<file path="config.mk">
export PLATFORM = sky130hd
export DESIGN_NAME = ceu_front
export DESIGN_NICKNAME = d
export VERILOG_FILES = /design/src/rtl/ceu_pkg.sv /design/src/rtl/ceu_front.sv
export SDC_FILE = /design/constraint.sdc
export NUM_CORES = 1
export LEC_CHECK = 0
export ABC_AREA = 1
export BUFFER_PORTS_ARGS = -buffer_cell sky130_fd_sc_hd__clkbuf_2
export CORE_MARGIN = 4
export CORE_UTILIZATION = 54
export CTS_BUF_LIST = sky130_fd_sc_hd__clkbuf_2 sky130_fd_sc_hd__clkbuf_4 sky130_fd_sc_hd__clkbuf_8
export DETAILED_ROUTE_END_ITERATION = 10
export PLACE_DENSITY_LB_ADDON = 0.1
export SKIP_LAST_GASP = 1
export SLEW_MARGIN = 25
export SYNTH_ARGS = -nofsm -noshare
export SYNTH_HDL_FRONTEND = slang
export SYNTH_SLANG_ARGS = --single-unit
</file>
<file path="constraint.sdc">
create_clock -name clk -period 4.29 [get_ports clk]
set_input_delay 0.429 -clock clk [delete_from_list [all_inputs] [get_ports clk]]
set_output_delay 0.429 -clock clk [all_outputs]
set_load 0.01 [all_outputs]
</file>
<file path="src/rtl/ceu_pkg.sv">
// ----------------------------------------------------------------------------
// ceu_pkg
// Shared codes, flag positions and item types of the execute unit.
// ----------------------------------------------------------------------------
`timescale 1ns / 1ps

package ceu_pkg;

    localparam logic [3:0] K_MOV    = 4'd0;
    localparam logic [3:0] K_ADD    = 4'd1;
    localparam logic [3:0] K_SUB    = 4'd2;
    localparam logic [3:0] K_CMP    = 4'd3;
    localparam logic [3:0] K_JE     = 4'd4;
    localparam logic [3:0] K_JB     = 4'd5;
    localparam logic [3:0] K_JP     = 4'd6;
    localparam logic [3:0] K_JNE    = 4'd7;
    localparam logic [3:0] K_LOOP   = 4'd8;
    localparam logic [3:0] K_LOOPNZ = 4'd9;

    localparam logic [1:0] DT_NONE = 2'd0;
    localparam logic [1:0] DT_REG  = 2'd1;
    localparam logic [1:0] DT_MEM  = 2'd2;

    localparam logic [1:0] SRC_NONE = 2'd0;
    localparam logic [1:0] SRC_REG  = 2'd1;
    localparam logic [1:0] SRC_IMM  = 2'd2;
    localparam logic [1:0] SRC_MEM  = 2'd3;

    localparam int F_C = 0;
    localparam int F_P = 1;
    localparam int F_A = 2;
    localparam int F_S = 3;
    localparam int F_O = 4;
    localparam int F_Z = 5;

    typedef struct packed {
        logic [3:0]  kind;
        logic        wide;
        logic [1:0]  dst_type;
        logic [4:0]  dst_reg;
        logic [1:0]  src_type;
        logic [4:0]  src_reg;
        logic [15:0] immediate;
        logic [3:0]  addr_base;
        logic [3:0]  addr_index;
        logic [15:0] displacement;
        logic [2:0]  inst_size;
        logic        op_alu;
        logic        op_sub;
        logic        wr_dst;
        logic        op_loop;
    } ceu_item_t;

    typedef struct packed {
        logic [15:0] next_ip;
        logic [5:0]  flag_bits;
        logic        reg_written;
        logic [3:0]  reg_slot;
        logic [15:0] reg_value;
    } ceu_result_t;

endpackage

</file>
<file path="src/rtl/ceu_front.sv">
// ----------------------------------------------------------------------------
// ceu_front
// Accepts items, classifies them and holds them in a two-entry queue.
// ----------------------------------------------------------------------------
`timescale 1ns / 1ps

module ceu_front import ceu_pkg::*;
(
    input  logic              clk,
    input  logic              rst_n,
    input  logic              push,
    output logic              full,
    input  logic [3:0]        kind,
    input  logic              wide,
    input  logic [1:0]        dst_type,
    input  logic [4:0]        dst_reg,
    input  logic [1:0]        src_type,
    input  logic [4:0]        src_reg,
    input  logic [15:0]       immediate,
    input  logic [3:0]        addr_base,
    input  logic [3:0]        addr_index,
    input  logic [15:0]       displacement,
    input  logic [2:0]        inst_size,
    output logic              q_valid,
    output ceu_item_t         q_item,
    input  logic              q_pop
);

    ceu_item_t  q_mem [2];
    ceu_item_t  dec;
    logic [1:0] cnt_reg, cnt_next;
    logic       wp_reg, rp_reg;
    logic       push_ok, pop_ok;

    assign full    = (cnt_reg == 2'd2);
    assign q_valid = (cnt_reg != 2'd0);
    assign q_item  = q_mem[rp_reg];
    assign push_ok = push & ~full;
    assign pop_ok  = q_pop & q_valid;

    always_comb
    begin
        dec.kind         = kind;
        dec.wide         = wide;
        dec.dst_type     = dst_type;
        dec.dst_reg      = dst_reg;
        dec.src_type     = src_type;
        dec.src_reg      = src_reg;
        dec.immediate    = immediate;
        dec.addr_base    = addr_base;
        dec.addr_index   = addr_index;
        dec.displacement = displacement;
        dec.inst_size    = inst_size;
        dec.op_alu       = (kind == K_ADD) || (kind == K_SUB) || (kind == K_CMP);
        dec.op_sub       = (kind == K_SUB) || (kind == K_CMP);
        dec.wr_dst       = (kind == K_MOV) || (kind == K_ADD) || (kind == K_SUB);
        dec.op_loop      = (kind == K_LOOP) || (kind == K_LOOPNZ);
    end

    always_comb
    begin
        cnt_next = cnt_reg;
        if (push_ok && !pop_ok)
            cnt_next = cnt_reg + 2'd1;
        else if (pop_ok && !push_ok)
            cnt_next = cnt_reg - 2'd1;
    end

    always_ff @(posedge clk)
    begin
        if (push_ok)
            q_mem[wp_reg] <= dec;
    end

    always_ff @(posedge clk or negedge rst_n)
    begin
        if (!rst_n)
        begin
            cnt_reg <= 2'd0;
            wp_reg  <= 1'b0;
            rp_reg  <= 1'b0;
        end
        else
        begin
            cnt_reg <= cnt_next;
            if (push_ok)
                wp_reg <= ~wp_reg;
            if (pop_ok)
                rp_reg <= ~rp_reg;
        end
    end

endmodule

</file>
Word level (Yosys, flattened, before mapping)
Memory sizes are Yosys's and may differ from the RTL's.
Index checks and enable logic that the tools add are counted.

storage, ports and cells
  register bits after elaboration = 4
  memories kept = 1
  input bits = 66
  logic and storage cells = 34
  bits in writable memories = 132

memories
  memory  words  bits a word  rd ports  clocked after memory_dff  wr ports  RTL line         source
  q_mem   2      66           1         0                         1         ceu_front.sv:29  ceu_item_t q_mem [2];

cells by class
  reductions and logical operators = 13
  bitwise operators = 5
  $add $sub $neg = 2
  mux-type cells = 4
  equality and inequality tests = 6

operator list
  operator                                              number
  equality test 4 x 2 -> 1 bit (second input constant)  2
  equality test 4 bit (second input constant)           2
  logical OR 1 bit                                      6
  equality test 4 x 1 -> 1 bit (second input constant)  1
  zero test 4 bit                                       1
  two-way mux 2 bit                                     2
  nonzero test 2 bit                                    2
  inverter 1 bit                                        3
  adder 2 x 1 -> 2 bit (second input constant)          1
  AND 1 bit                                             2
  equality test 2 bit (second input constant)           1
  logical AND 1 bit                                     2
  zero test 1 bit                                       2
  two-way mux 1 bit                                     2
  subtractor 2 x 1 -> 2 bit (second input constant)     1

Logic depth before layout (Yosys ltp)
Gate-level depths: netlist (run 1).

  word-level depth = 7
  mapped depth = 9
  depth with buffers taken out = 9

Worst setup path after synthesis (run 1)
OpenSTA, ideal clock, no wires.

  path kind = register to register
  from = register cnt_reg[1]
  to = memory q_mem[1][0] (netlist name), enable pin
  setup slack = 0.483 ns
  stages on the path, launching flop included = 4
  data arrival time = 3.316 ns
  clock period less this slack = 3.807 ns
  library setup time = 0.490 ns
  path through = dfrtp_1 > inv_1 > o21ai_0 > nor2_1

on the way
  longest elaborated chain between the ends = 5

RTL lines
  element                                  RTL line         source
  start, declared                          ceu_front.sv:31  logic [1:0] cnt_reg, cnt_next;
  start signal, assigned                   ceu_front.sv:85  cnt_reg <= cnt_next;
  equality test 2 bit                      ceu_front.sv:35  assign full = (cnt_reg == 2'd2);
  inverter 1 bit                           ceu_front.sv:38  assign push_ok = push & ~full;
  AND 1 bit                                ceu_front.sv:38
  two-way mux 1 bit                        ceu_front.sv:71  if (push_ok)
  two-way mux 1 bit (not written as such)  ceu_front.sv:72  q_mem[wp_reg] <= dec;
  end, declared                            ceu_front.sv:29

No other way between the ends.

==> results of run 1 <==
-- power by group through the flow --
stage / registers [mW] / logic, mW / clock network, mW
after floorplan: 1.92 / 0.865 / 0
after global placement: 1.90 / 1.36 / 0
after detailed placement: 1.91 / 1.38 / 0
after CTS: 1.89 / 1.38 / 1.02
after global routing: 1.91 / 1.53 / 1.09
final: 1.88 / 1.35 / 1.01
-- per-stage QoR --
| stage | power (mW) | hold WS (ns) | instances | util (%) | setup slack (ns) |
|---|---|---|---|---|---|
| 3_3_place_gp | 3.26 | 0.251 | 619 | 63.3 | 2.05 |
| 3_5_place_dp | 3.29 | 0.252 | 619 | 63.3 | 1.99 |
| 2_1_floorplan | 2.78 | 0.133 | 387 | - | 0.483 |
| 4_1_cts | 4.29 | 0.165 | 652 | 67.7 | 2.01 |
| 5_1_grt | 4.54 | 0.158 | 652 | 67.7 | 1.84 |
| 6_report | 4.24 | 0.192 | 652 | 67.7 | 2.06 |
-- worst register-to-register path: stages, from the launching register on --
cell and delay (ns):
sky130_fd_sc_hd__dfrtp_1 0.38, sky130_fd_sc_hd__inv_1 0.11, sky130_fd_sc_hd__nor2_1 0.07, sky130_fd_sc_hd__nor2_1 0.15, sky130_fd_sc_hd__nand2_1 0.11, sky130_fd_sc_hd__inv_2 0.46, sky130_fd_sc_hd__buf_4 0.57
-- area by class of cell --
cell class	instances	area, µm²
inverters	12	47.5
clock buffers	18	241
repair buffers	137	711
well taps	111	139
clock inverters	14	150
multi-input cells	224	871
flip-flops and latches	136	4070
fillers	699	2970
-- worst max path at each step --
stage,slack (ns),cells after the start,endpoint,startpoint
after global routing,1.84,4,q_item[64],rp_reg
after CTS,2.01,4,q_item[64],rp_reg
final,2.06,4,q_item[29],rp_reg
after global placement,2.05,6,q_mem[0][41],push
after detailed placement,1.99,6,q_mem[0][22],push
after floorplan,0.48,3,q_mem[1][0],cnt_reg[1]
-- cell usage after synthesis --
| library cell | n | area share [%] |
|---|---|---|
| sky130_fd_sc_hd__ha_1 | 1 | 0.25 |
| sky130_fd_sc_hd__buf_4 | 2 | 0.30 |
| sky130_fd_sc_hd__nand4_1 | 1 | 0.12 |
| sky130_fd_sc_hd__dfrtp_1 | 4 | 2.0 |
| sky130_fd_sc_hd__inv_2 | 1 | 0.074 |
| sky130_fd_sc_hd__nand3_1 | 2 | 0.20 |
| sky130_fd_sc_hd__edfxtp_1 | 132 | 78 |
| sky130_fd_sc_hd__nor2_1 | 6 | 0.44 |
| sky130_fd_sc_hd__inv_1 | 11 | 0.81 |
| sky130_fd_sc_hd__xnor2_1 | 1 | 0.17 |
| sky130_fd_sc_hd__o21ai_0 | 2 | 0.20 |
| sky130_fd_sc_hd__nand2_1 | 210 | 16 |
| sky130_fd_sc_hd__buf_2 | 8 | 0.79 |
| sky130_fd_sc_hd__a21oi_1 | 1 | 0.098 |
| sky130_fd_sc_hd__buf_6 | 5 | 1.1 |
-- repair_timing --
| action | 4_1_cts | 5_1_grt |
|---|---|---|
| endpoints found under the hold margin | 4 | 0 |
| resized for setup | 0 | 0 |
| hold buffers | 1 | 0 |
-- logic make-up (layout without fill, tap and decap cells) --
logic type      Yosys count  in the layout  share of synthesized area, %
xor+xnor                  1              1                         0.172
flops                   136            136                          79.9
fa+ha+maj                 1              1                         0.246
simple gates            219            219                          16.3
compound gates            3              3                         0.295
buf+inv                  27            181                          3.08
-- routing by layer --
layer / share of wire, % / vias to the layer above
met5: 0 / -
met4: 1.0 / 0
met3: 7.9 / 9
met2: 47 / 113
met1: 44 / 1485
li1: - / 1578
==> run metrics, run 1 <==
status complete, no violations; Post-Syn Nets 454; worst relative slew slack 36.0%; final antenna-violating net count 0; number of global-route vias before repair 3177; leakage power figure 2.74 nW; input/output buffers 133; delay-heaviest family, CP buffers and inverters; cts bufs inserted 17; Die H 105 µm; maximum vdd ir drop 0.000306 V; initial antenna violation count 0; unrepaired setup endpoints after global routing false; latest clock arrival within the worst-skew pair 0.42 ns; area growth from synthesis to layout 22.4%; ports placed on the boundary 134; number of instances on the worst hold path 1; final antenna diode count 0; Remaining Overflow, GRT 0; post-synthesis cell count 387; CP Max Fanout 67; synthesized area 5080 µm²; row count 35; placeable core region 9200 µm²; data arrival time of the critical path 1.80 ns; series of cell instances along the critical path buf_4, nand2_1, nand2_1, clkbuf_2; number of hold violations in the final report 0; sequential group share of total power 44.5%; DRC errors left 0; crit path launch type flop; largest net degree at the start of global routing 68; first-pass iteration count of the detailed router 4; buffer depth of the longest clock path 2; Initial Utilization 55.3%; leading cell type in the layout, fill and taps excluded sky130_fd_sc_hd__nand2_1; most frequent cell on the critical path sky130_fd_sc_hd__nand2_1; Placement Cell Area 5820 µm²; critical path data required time 3.86 ns; Slew @ Worst Pin 0.957 ns; commonest cells after routing, fill and taps aside sky130_fd_sc_hd__nand2_1, sky130_fd_sc_hd__clkbuf_2, sky130_fd_sc_hd__edfxtp_1; gr usage total 18.3%; overall via count from detail_route 3185; total of endpoints with negative setup slack in the final report 0; Yosys reg bits 136; start of the worst register-to-register path cnt_reg[1]; switch share 34.7%; wire length after detailed routing 9360 µm; beginning of the worst hold path displacement[14]; Final Instance Area 6220 µm²; grt met1 use 23.9%; Slew Viols, Final 0; critical setup path kind flop to output pin; WHS Endpoint q_mem[1][21]; R2R setup slack 2.07 ns; CP endpoint kind output pin; Detail Placement HPWL 5920 µm; CP max stage delay 0.59 ns; Int Pwr 2.77 mW; global routing usage on met3 6.30%; power share of the combinational group 31.8%; Critical-path top delay cell sky130_fd_sc_hd__buf_4; setup tns final 0 ns; Via-to-Cell Ratio 4.88; worst min-delay path class primary input to flop; maximum clock skew at final layout 0.0116 ns; power dissipated by switching net loads 1.47 mW; share of post-route cells with drive strength above 1 31.8%; clock tree from TritonCTS done; Crit Reg-Reg Endpoint q_mem[0][14]; final routed wire length divided by cell count 14.4 µm; Avg Inst Size Synth 13.1 µm²; clock root buffer sky130_fd_sc_hd__clkbuf_8; die area 11000 µm²; Highest Clock Rate 448 MHz; min cycle time layout 2.23 ns; clk sinks 136; number of flip-flops under the largest register name 132; setup repair bufs after CTS 0; count of max-cap constraint violations 0; Total Nets Final 595; Die Width 105 µm; final clock period utilization by the worst path 52.0%; Ys Warns 0; count of H-tree levels built during CTS 4; Routability Congestion 0.713; library cells used by synthesis 15; grt met2 use 28.5%; Seq/Total Area, Yosys 79.9%; first-pass GRT wire length 15600 µm; CTS clock-pin slew for the worst setup and hold paths 0.08 ns; count of buffering cells on the critical path with inverters included 2; DRC marker count from the first detailed-route iteration 157; relative contribution of the clock network to total power 23.7%; busiest layer in global routing met2; power density over cell area 681 nW/µm²; depth of the worst register-to-register path 6
Power figures use the tool's default switching activity.
==> run 2: changes to the inputs <==
--- a/config.mk
+++ b/config.mk
@@ -8,7 +8,7 @@
 export ABC_AREA = 1
 export BUFFER_PORTS_ARGS = -buffer_cell sky130_fd_sc_hd__clkbuf_2
 export CORE_MARGIN = 4
-export CORE_UTILIZATION = 54
+export CORE_UTILIZATION = 49
 export CTS_BUF_LIST = sky130_fd_sc_hd__clkbuf_2 sky130_fd_sc_hd__clkbuf_4 sky130_fd_sc_hd__clkbuf_8
 export DETAILED_ROUTE_END_ITERATION = 10
 export PLACE_DENSITY_LB_ADDON = 0.1
==> constraint.sdc (replaced) <==
create_clock -name clk -period 2 [get_ports clk]
set_input_delay 0.2 -clock clk [delete_from_list [all_inputs] [get_ports clk]]
set_output_delay 0.2 -clock clk [all_outputs]
set_load 0.01 [all_outputs]
==> run metrics, run 2 (synthesized netlist as in run 1, its figures left out) <==
status complete, no violations; Routability Congestion 0.751 (+5.3%); cts bufs inserted 17 (unchanged); CP endpoint kind output pin; unrepaired setup endpoints after global routing false; count of max-cap constraint violations 0 (unchanged); Die H 110 µm (+4.6%); gr usage total 17.7% (-0.60 points); ports placed on the boundary 134 (unchanged); min cycle time layout 1.78 ns; crit path launch type flop; Initial Utilization 51.1% (-4.2 points); CTS clock-pin slew for the worst setup and hold paths 0.07 ns (about the same); Post-Place Worst Slack 0.381 ns (-1.61 ns); Total Nets Final 665 (+12%); Total Power 9.48 mW (+120%); grt met1 use 20.2% (-3.7 points); placeable core region 9950 µm² (+8.2%); final antenna-violating net count 0 (unchanged); wire length after detailed routing 10100 µm (+7.6%); final clock period utilization by the worst path 88.8%; CP Max Fanout 36 (-46%); clock root buffer sky130_fd_sc_hd__clkbuf_8; Remaining Overflow, GRT 0 (unchanged); latest clock arrival within the worst-skew pair 0.42 ns (about the same); setup tns final 0 ns (unchanged); input/output buffers 133 (unchanged); Detail Placement HPWL 6280 µm (+6.1%); DRC errors left 0 (unchanged); Final Instance Area 7000 µm² (+13%); number of flip-flops under the largest register name 132 (unchanged); end-of-flow core utilization 70.4% (+2.7 points); final antenna diode count 0 (unchanged); final routed wire length divided by cell count 13.5 µm (-5.7%); initial antenna violation count 0 (unchanged); power density over cell area 1350 nW/µm² (+99%); maximum clock skew at final layout 0.0120 ns (+0.000480 ns); clk sinks 136 (unchanged); leakage power figure 3.07 nW (+12%); area growth from synthesis to layout 37.8%; clock tree from TritonCTS done; maximum vdd ir drop 0.000562 V (+84%); number of hold violations in the final report 0 (unchanged); Placement Cell Area 5940 µm² (+2.1%); R2R setup slack 0.37 ns (-1.70 ns); post-route worst hold slack 0.145 ns (-0.0477 ns); die area 12100 µm² (+9.4%); number of global-route vias before repair 3460 (+8.9%); critical path data required time 1.80 ns (-2.06 ns); largest net degree at the start of global routing 37 (-46%); leading cell type in the layout, fill and taps excluded sky130_fd_sc_hd__nand2_1; share of post-route cells with drive strength above 1 29.5% (-2.3 points); busiest layer in global routing met2; total of endpoints with negative setup slack in the final report 0 (unchanged); Highest Clock Rate 563 MHz; count of H-tree levels built during CTS 4 (unchanged); row count 36 (+2.9%); Slew @ Worst Pin 0.402 ns (-0.555 ns); Non-Filler Instances 744 (+14%); buffer depth of the longest clock path 2 (unchanged); depth of the worst register-to-register path 6 (unchanged); instance count after placement with tap cells included 648 (+4.7%); first-pass iteration count of the detailed router 4 (unchanged); crit path setup slack, layout 0.225 ns (-1.83 ns); global routing usage on met3 5.93% (-0.37 points); critical setup path kind flop to output pin; overall via count from detail_route 3384 (+6.2%); DRC marker count from the first detailed-route iteration 138 (-12%); grt met2 use 30.8% (+2.3 points); data arrival time of the critical path 1.58 ns (-0.22 ns); Die Width 110 µm (+4.6%); Slew Viols, Final 0 (unchanged); worst min-delay path class primary input to async pin; worst relative slew slack 72.9% (+37 points); Via-to-Cell Ratio 4.55 (-6.9%); commonest cells after routing, fill and taps aside sky130_fd_sc_hd__nand2_1, sky130_fd_sc_hd__clkbuf_2, sky130_fd_sc_hd__edfxtp_1; first-pass GRT wire length 15800 µm (+1.5%)
[run 2: cell types whose count changed in the layout (fill, tap and decap cells not counted), sizes merged]
| cell | before | now |
|---|---|---|
| dlygate4sd3 | 1 | 64 |
| buf | 3 | 10 |
| clkinvlp | 6 | 4 |
| bufinv | 2 | 3 |
| clkbuf | 151 | 152 |
[run 2: where the power goes]
group	internal (mW)	switching (mW)
combinational	1.12	2.04
sequential	3.88	0.152
clock	1.28	1.02
[run 2: path summary, 6_finish.rpt]
| path | end | start |
|---|---|---|
| setup reg to reg | q_mem[0][14] | cnt_reg[1] |
| setup / recovery | q_item[38] | rp_reg |
| hold / removal | cnt_reg[0] | rst_n |
| max in group asynchronous | rp_reg | rst_n |
| min in group clk | wp_reg | push |
| hold reg to reg | cnt_reg[1] | cnt_reg[1] |
[run 2: per-layer routing]
metal / part of all wire (%) / routed length, µm
met4: 1.5 / 153
met5: 0 / 0
met3: 6.6 / 664
met1: 42 / 4240
met2: 50 / 5010
[run 2: what timing repair did]
item | CTS | global route
endpoints found under the hold margin | 129 | 0
setup buffers | 0 | 0
resized for setup | 0 | 0
hold buffers | 64 | 0
[run 2: critical path: stages, from the launching register on]
cell                       delay [ns]
sky130_fd_sc_hd__dfrtp_2         0.42
sky130_fd_sc_hd__inv_2           0.05
sky130_fd_sc_hd__buf_4           0.34
sky130_fd_sc_hd__nand2_1         0.10
sky130_fd_sc_hd__nand2_1         0.09
sky130_fd_sc_hd__clkbuf_2        0.13
[run 2: layout make-up]
| cell class | count | area (µm²) |
|---|---|---|
| multi-input cells | 224 | 873 |
| clock buffers | 19 | 249 |
| repair buffers | 207 | 1430 |
| clock inverters | 13 | 170 |
| well taps | 133 | 166 |
| inverters | 12 | 48.8 |
| fillers | 727 | 2950 |
| flip-flops and latches | 136 | 4070 |
